===== src/hdl/bole_pkg.sv =====
package bole_pkg;

   localparam int WORD_W = 32;
   localparam int POS_W  = 4;
   localparam int OCC_W  = 5;

   typedef enum logic [2:0] {
      OP_INSERT       = 3'd0,
      OP_REMOVE       = 3'd1,
      OP_FIND         = 3'd2,
      OP_REMOVE_MATCH = 3'd3,
      OP_REPLACE      = 3'd4
   } op_type;

   typedef enum logic [2:0] {
      ST_DONE      = 3'd0,
      ST_MATCH     = 3'd1,
      ST_NOT_FOUND = 3'd2,
      ST_EMPTY     = 3'd3,
      ST_FULL      = 3'd4
   } status_type;

   typedef enum logic [1:0] {
      S_IDLE,
      S_EXEC,
      S_SCAN
   } state_type;

   // per-cell control from the sequencer
   typedef struct packed {
      logic shr;   // take left neighbor (insert front)
      logic shl;   // take right neighbor (remove)
      logic load;  // take replacement word
      logic cmp;   // capture match flag
      logic clr;   // drop match flag
   } cell_ctrl_type;

endpackage


===== src/hdl/bole_cell.sv =====
module bole_cell (
   input  logic                          clock,
   input  logic                          reset,
   input  bole_pkg::cell_ctrl_type       ctrl,
   input  logic                          occupied,
   input  logic [bole_pkg::WORD_W-1:0]   key,
   input  logic [bole_pkg::WORD_W-1:0]   left_data,
   input  logic [bole_pkg::WORD_W-1:0]   right_data,
   input  logic [bole_pkg::WORD_W-1:0]   new_data,
   output logic [bole_pkg::WORD_W-1:0]   data,
   output logic                          match
);
   import bole_pkg::*;

   logic [WORD_W-1:0] data_ff, data_in;
   logic              match_ff, match_in;

   always_comb begin
      if (ctrl.shr) begin
         data_in = left_data;
      end else if (ctrl.shl) begin
         data_in = right_data;
      end else if (ctrl.load) begin
         data_in = new_data;
      end else begin
         data_in = data_ff;
      end
   end

   always_comb begin
      if (ctrl.cmp) begin
         match_in = occupied && (data_ff == key);
      end else if (ctrl.clr) begin
         match_in = 1'b0;
      end else begin
         match_in = match_ff;
      end
   end

   always_ff @(posedge clock) begin
      data_ff <= data_in;
   end

   always_ff @(posedge clock) begin
      if (reset) begin
         match_ff <= 1'b0;
      end else begin
         match_ff <= match_in;
      end
   end

   assign data  = data_ff;
   assign match = match_ff;

endmodule


===== src/hdl/bounded_ordered_list_engine.sv =====
// Insert, remove, full and empty results load the output register from the EXEC state, once
// it is free; find, remove-match and replace capture match flags in EXEC, then show their
// first result from SCAN and further matches one per cycle while the output register is free.
// A new request is taken only in IDLE, after the current one is done, as set by the
// three-state sequencer and the single output register.
// Reset: synchronous, active high; clears the fill count, sequencer, match flags and rsp_tvalid.
module bounded_ordered_list_engine #(
   parameter int DEPTH = 16
) (
   input  logic        clock,
   input  logic        reset,
   input  logic        req_tvalid,
   output logic        req_tready,
   input  logic [63:0] req_tdata,   // [31:0] value, [63:32] new_value
   input  logic [2:0]  req_tuser,   // [2:0] operation
   output logic        rsp_tvalid,
   input  logic        rsp_tready,
   output logic [15:0] rsp_tdata,   // [3:0] position, [8:4] occupancy, [15:9] zero
   output logic [2:0]  rsp_tuser,   // [2:0] status
   output logic        rsp_tlast
);
   import bole_pkg::*;

   localparam int CntW = $clog2(DEPTH + 1);
   localparam int PosW = $clog2(DEPTH);

   // sequencer and list bookkeeping
   state_type          state_ff, state_in;
   logic [CntW-1:0]    count_ff, count_in;
   logic [2:0]         op_ff;
   logic [WORD_W-1:0]  key_ff, nval_ff;

   // output register; the sequencer holds while a result word waits here
   logic               rsp_valid_ff;
   status_type         rsp_status_ff;
   logic [POS_W-1:0]   rsp_pos_ff;
   logic [OCC_W-1:0]   rsp_occ_ff;
   logic               rsp_last_ff;

   logic               out_free;
   logic               emit;
   status_type         emit_status;
   logic [POS_W-1:0]   emit_pos;
   logic               emit_last;
   logic [OCC_W-1:0]   emit_occ;
   logic [31:0]        cnt_ext, pos_ext;

   // the chain
   cell_ctrl_type      ctrl_w [DEPTH];
   logic [WORD_W-1:0]  data_w [DEPTH];
   logic [DEPTH-1:0]   match_w;
   logic [DEPTH-1:0]   occ_w;
   logic [DEPTH-1:0]   rest_w;
   logic [PosW-1:0]    hit_pos;
   logic               any_hit;
   logic               full, empty;

   assign out_free   = !rsp_valid_ff || rsp_tready;
   assign req_tready = (state_ff == S_IDLE);
   assign full       = (count_ff == CntW'(DEPTH));
   assign empty      = (count_ff == '0);

   genvar g;
   generate
      for (g = 0; g < DEPTH; g++) begin : g_cell
         logic [WORD_W-1:0] left_d, right_d;
         if (g == 0) begin : g_head
            assign left_d = key_ff;
         end else begin : g_body
            assign left_d = data_w[g-1];
         end
         if (g == DEPTH - 1) begin : g_tail
            assign right_d = data_w[g];
         end else begin : g_mid
            assign right_d = data_w[g+1];
         end
         assign occ_w[g] = (32'(g) < 32'(count_ff));

         bole_cell u_cell (
            .clock      (clock),
            .reset      (reset),
            .ctrl       (ctrl_w[g]),
            .occupied   (occ_w[g]),
            .key        (key_ff),
            .left_data  (left_d),
            .right_data (right_d),
            .new_data   (nval_ff),
            .data       (data_w[g]),
            .match      (match_w[g])
         );
      end
   endgenerate

   // lowest matching cell is the next result
   always_comb begin
      hit_pos = '0;
      for (int i = DEPTH - 1; i >= 0; i--) begin
         if (match_w[i]) begin
            hit_pos = PosW'(i);
         end
      end
   end

   assign any_hit = |match_w;
   assign rest_w  = match_w & ~(DEPTH'(1) << hit_pos);
   assign pos_ext = 32'(hit_pos);

   // next state, chain control and result word
   always_comb begin
      state_in    = state_ff;
      count_in    = count_ff;
      emit        = 1'b0;
      emit_status = ST_DONE;
      emit_pos    = '0;
      emit_last   = 1'b1;
      for (int i = 0; i < DEPTH; i++) begin
         ctrl_w[i] = '0;
      end

      case (state_ff)
         S_IDLE: begin
            // drop unused operation codes right here
            if (req_tvalid && (req_tuser <= OP_REPLACE)) begin
               state_in = S_EXEC;
            end
         end
         S_EXEC: begin
            if (op_ff == OP_INSERT) begin
               if (out_free) begin
                  emit     = 1'b1;
                  state_in = S_IDLE;
                  if (full) begin
                     emit_status = ST_FULL;
                  end else begin
                     for (int i = 0; i < DEPTH; i++) begin
                        ctrl_w[i].shr = 1'b1;
                     end
                     count_in = count_ff + CntW'(1);
                  end
               end
            end else if (empty) begin
               if (out_free) begin
                  emit        = 1'b1;
                  emit_status = ST_EMPTY;
                  state_in    = S_IDLE;
               end
            end else if (op_ff == OP_REMOVE) begin
               if (out_free) begin
                  emit     = 1'b1;
                  state_in = S_IDLE;
                  for (int i = 0; i < DEPTH; i++) begin
                     ctrl_w[i].shl = 1'b1;
                  end
                  count_in = count_ff - CntW'(1);
               end
            end else begin
               // capture match flags in every cell, then walk them
               for (int i = 0; i < DEPTH; i++) begin
                  ctrl_w[i].cmp = 1'b1;
               end
               state_in = S_SCAN;
            end
         end
         S_SCAN: begin
            if (out_free) begin
               emit = 1'b1;
               if (!any_hit) begin
                  emit_status = ST_NOT_FOUND;
                  state_in    = S_IDLE;
               end else if (op_ff == OP_REMOVE_MATCH) begin
                  emit_status = ST_MATCH;
                  emit_pos    = pos_ext[POS_W-1:0];
                  count_in    = count_ff - CntW'(1);
                  state_in    = S_IDLE;
                  for (int i = 0; i < DEPTH; i++) begin
                     ctrl_w[i].shl = (PosW'(i) >= hit_pos);
                     ctrl_w[i].clr = 1'b1;
                  end
               end else begin
                  emit_status = ST_MATCH;
                  emit_pos    = pos_ext[POS_W-1:0];
                  emit_last   = (rest_w == '0);
                  for (int i = 0; i < DEPTH; i++) begin
                     if (PosW'(i) == hit_pos) begin
                        ctrl_w[i].clr  = 1'b1;
                        ctrl_w[i].load = (op_ff == OP_REPLACE);
                     end
                  end
                  if (rest_w == '0) begin
                     state_in = S_IDLE;
                  end
               end
            end
         end
         default: begin
            state_in = S_IDLE;
         end
      endcase
   end

   assign cnt_ext  = 32'(count_in);
   assign emit_occ = cnt_ext[OCC_W-1:0];

   always_ff @(posedge clock) begin
      if (reset) begin
         state_ff     <= S_IDLE;
         count_ff     <= '0;
         rsp_valid_ff <= 1'b0;
      end else begin
         state_ff <= state_in;
         count_ff <= count_in;
         if (emit) begin
            rsp_valid_ff <= 1'b1;
         end else if (rsp_tready) begin
            rsp_valid_ff <= 1'b0;
         end
      end
   end

   // hold the request word for the whole operation
   always_ff @(posedge clock) begin
      if (req_tvalid && req_tready) begin
         op_ff   <= req_tuser;
         key_ff  <= req_tdata[31:0];
         nval_ff <= req_tdata[63:32];
      end
   end

   always_ff @(posedge clock) begin
      if (emit) begin
         rsp_status_ff <= emit_status;
         rsp_pos_ff    <= emit_pos;
         rsp_occ_ff    <= emit_occ;
         rsp_last_ff   <= emit_last;
      end
   end

   assign rsp_tvalid = rsp_valid_ff;
   assign rsp_tdata  = {7'b0, rsp_occ_ff, rsp_pos_ff};
   assign rsp_tuser  = rsp_status_ff;
   assign rsp_tlast  = rsp_last_ff;

endmodule


===== config.mk =====
export PLATFORM = sky130hd
export DESIGN_NAME = bounded_ordered_list_engine
export DESIGN_NICKNAME = d
export VERILOG_FILES = /design/src/hdl/bole_pkg.sv /design/src/hdl/bole_cell.sv /design/src/hdl/bounded_ordered_list_engine.sv
export SDC_FILE = /design/constraint.sdc
export NUM_CORES = 2
export LEC_CHECK = 0
export BUFFER_PORTS_ARGS = -buffer_cell sky130_fd_sc_hd__clkbuf_2
export CAP_MARGIN = 20
export CORE_MARGIN = 1
export CORE_UTILIZATION = 50
export DETAILED_ROUTE_END_ITERATION = 16
export GPL_TIMING_DRIVEN = 0
export PLACE_DENSITY_LB_ADDON = 0.25
export REMOVE_ABC_BUFFERS = 1
export SLEW_MARGIN = 20
export SYNTH_ARGS = -nofsm -noshare
export SYNTH_HDL_FRONTEND = slang
export SYNTH_SLANG_ARGS = --single-unit

===== constraint.sdc =====
create_clock -name clock -period 9.1 [get_ports clock]
set_clock_uncertainty 0.1 [all_clocks]
set_input_delay 1.365 -clock clock [delete_from_list [all_inputs] [get_ports clock]]
set_output_delay 1.365 -clock clock [all_outputs]
set_load 0.1 [all_outputs]

==> results.ini <==
[sta]
period_minus_slack_ns = 5.273
finalWorstSetupSlack_ns = 3.827
relSlewSlack_pct = 21.51
rsz0062_at_grt = false
tns_ns = 0
setup_viol = 0
fin_hold_ws_ns = 0.4301
worst_slew_pin_slew_ns = 1.177
hold_viol = 0
fin_crit_sh_pct = 57.94
drv_slew = 0
fmax_ghz = 0.1896

[placement]
port_buffers = 85
place.gp.congestion = 0.9656
dpl_cell_area_um2 = 38540
placed_cells = 4373
dpl_worst_slack_ns = 3.433
dpl.hpwl_um = 86930

[synth]
yosys_register_bits = 616
synth_cell_types = 70
yosys.area_share.xor_xnor_pct = 12.33
synth_compound_area_share_pct = 9.598
synthArstFlopShare_pct = 0
yosysWarnings = 0
synth_top_family_by_area = simple AND/OR/NAND/NOR gates
ys_seq_area_share_pct = 50.09
syn-cell-area_um2 = 36450
synth.area.mux_share_pct = 11.42
ys.flop_type = edfxtp_1
synth_area_leaders = edfxtp_1 (49%), mux2i_1 (11%), xnor2_1 (11%)
synth_fa_ha_area_share_pct = 0.2609
synth_top_cell_by_area = edfxtp_1
synth_top_area_share_pct = 48.77
synthSimpleGateAreaFrac_pct = 12.63
synth_cells = 3544
synth_edf_count = 592
avgSynthCellArea_um2 = 10.28

[global_route]
overflow = 0
grt_pass1_vias = 25548
grt_max_degree = 85
grt_usage_pct = 30.69
grt_pass1_wl_um = 169400
antenna_found_initial = 0

[finish]
register_area_um2 = 18260
stdcell_count = 4510
syn_to_final_growth_pct = 12.05
final_area_um2 = 40840
final_util_pct = 56.84
n_antenna_cell = 0
final_layout_size_suffix_gt1_share_pct = 8.820
layout.nets = 3583
multi_input_area_um2 = 17090
n_fill_cell = 6241

[floorplan]
dieWidth_um = 272.0
core-area_um2 = 71850
rows = 98
num_io_pins = 93
dieArea_um2 = 73980
die_height_um = 272.0
start_util_pct = 50.72

[cts]
postCtsHoldBufs = 0
cts-buffers-inserted = 72
cts_buffer_depth = 3
cts.sinks = 616
postCtsSetupBuffers = 0
root_buffer = clkbuf_16
clock_latency_ns = 0.62
cts-resized-gates = 0
htreeDepth = 3
clkTransAtPathRegs_ns = 0.06
cts_tree = done

[worst_setup_path]
crit_start = rsp_tready
critPathArrivalTime_ns = 5.49
regToRegStartpoint = count_ff[1]
crit_slowest_cell = nand3_1
critPathMaxFanout = 15
worstSetupEndpointType = flip-flop
reg2regPathDepth = 9
cpMostUsedCell = buf_4
r2r_end = g_cell[6].u_cell.data[4]
worstSetupEndpoint = g_cell[7].u_cell.data[7]
crit_required_ns = 9.31
critPathKind = primary input to flip-flop
cp-start-kind = primary input
crit_chain = clkbuf_2, nand2b_1, nand2_1, nor2_1, nand3_1, inv_1, nand2_1, o211ai_1, buf_4, buf_4, buf_4, buf_4
rrSetupSlack_ns = 3.89
cpPeakStageDelay_ns = 0.75

[route]
vias = 27237
ant_nets = 0
drc = 0
totalWireLength_um = 114700
dr.pass1.iters = 8
post_drt_wl_per_cell_um = 25.43
drtIter0Drc = 3346
drt-vias-per-instance = 6.039

[power_and_ir_drop]
leakage_nw = 13.12
p_per_area_nw_per_um2 = 175.9
finalPower_mw = 7.183
ir_drop_mv = 0.2010

[worst_hold_path]
worstHoldPathType = flip-flop to flip-flop

[job]
maxCapViolCount = 0

[run_status]
status = finished clean

cell families (layout without fill, tap and decap cells):
kind of cell | after synthesis | after routing
and+or+nand+nor | 1056 | 1056
AOI/OAI and AO/OA | 624 | 624
DFF | 616 | 616
xor gates and xnor gates | 513 | 513
muxes | 416 | 416
buffers and inverters | 310 | 320
adders and majority gates | 8 | 8
other | 1 | 7
synth_stat cells (24+ instances only):
cell and number:
xor2_1 74, buf_2 26, edfxtp_1 592, dfxtp_1 24, nand4_1 123, nor2_1 111, nor3_1 26, nor4_1 39
o21ai_0 336, o21ai_1 103, a31oi_1 74, xnor2_1 439, nand3_1 27, a21oi_1 41, mux2i_1 416, nand2_1 686
clkbuf_1 243
metal layers:
metal | wire (um) | vias up | global-route usage [%]
met5 | 0 | - | 0
met4 | 5850 | 0 | 14.00
met3 | 8030 | 219 | 3.535
met2 | 51420 | 1298 | 47.39
met1 | 49410 | 13131 | 43.40
li1 | - | 12589 | -
placed cells by master (no fill, tap or decap), drive strengths merged, types with 5 or more instances in the layout:
cell type	Yosys	routed
xnor2	439	439
ha	6	6
conb	1	7
o22ai	6	6
clkinv	1	27
a211oi	6	6
o31ai	5	5
nor3	26	26
nand2	686	686
nand2b	6	6
clkbuf	243	181
mux2i	416	416
dfxtp	24	24
or4	6	6
buf	55	95
a21oi	42	42
nor2	112	112
o21ai	441	441
a31oi	78	78
and2	6	6
o211ai	8	8
nand4	123	123
xor2	74	74
nor4	42	42
edfxtp	592	592
nand3	27	27
inv	11	14
nor2b	9	9
cell type report:
cell class | count | area share (%)
Inverter | 12 | 0.1103
Clock inverter | 32 | 0.5331
Sequential cell | 616 | 44.70
Clock buffer | 96 | 4.761
Tap cell | 950 | 2.910
Multi-Input combinational cell | 2624 | 41.84
Timing Repair Buffer | 180 | 5.138
how the worst min path moves through the flow:
stage                                  from                      end  cells after the start
floorplan           g_cell[14].u_cell.match  g_cell[14].u_cell.match                      2
finish              g_cell[14].u_cell.match  g_cell[14].u_cell.match                      2
global placement    g_cell[14].u_cell.match  g_cell[14].u_cell.match                      2
global route        g_cell[12].u_cell.match  g_cell[12].u_cell.match                      2
detailed placement  g_cell[14].u_cell.match  g_cell[14].u_cell.match                      2
CTS                 g_cell[14].u_cell.match  g_cell[14].u_cell.match                      2
report_power, final:
part	total, mW	switching [mW]	internal (mW)
registers	3.54	0.256	3.28
logic	0.896	0.529	0.367
clock network	2.75	1.19	1.56
total	7.18	1.97	5.21
state kept, by name (all words and copies together), names as in the netlist, 4 cells and up:
name                 count
g_cell.u_cell.match     16
g_cell.left_d           32
rsp_pos_ff               4
nval_ff                 32
count_ff                 5
rsp_occ_ff               5
g_cell.u_cell.data     512
critical path: cells and delay by family:
kind                   cells  cell delay (ns)
buffers and inverters      6             1.40
AND/OR/NAND/NOR            5             2.30
AO/OA/AOI/OAI              1             0.40
(Power assumes the default switching activity.)
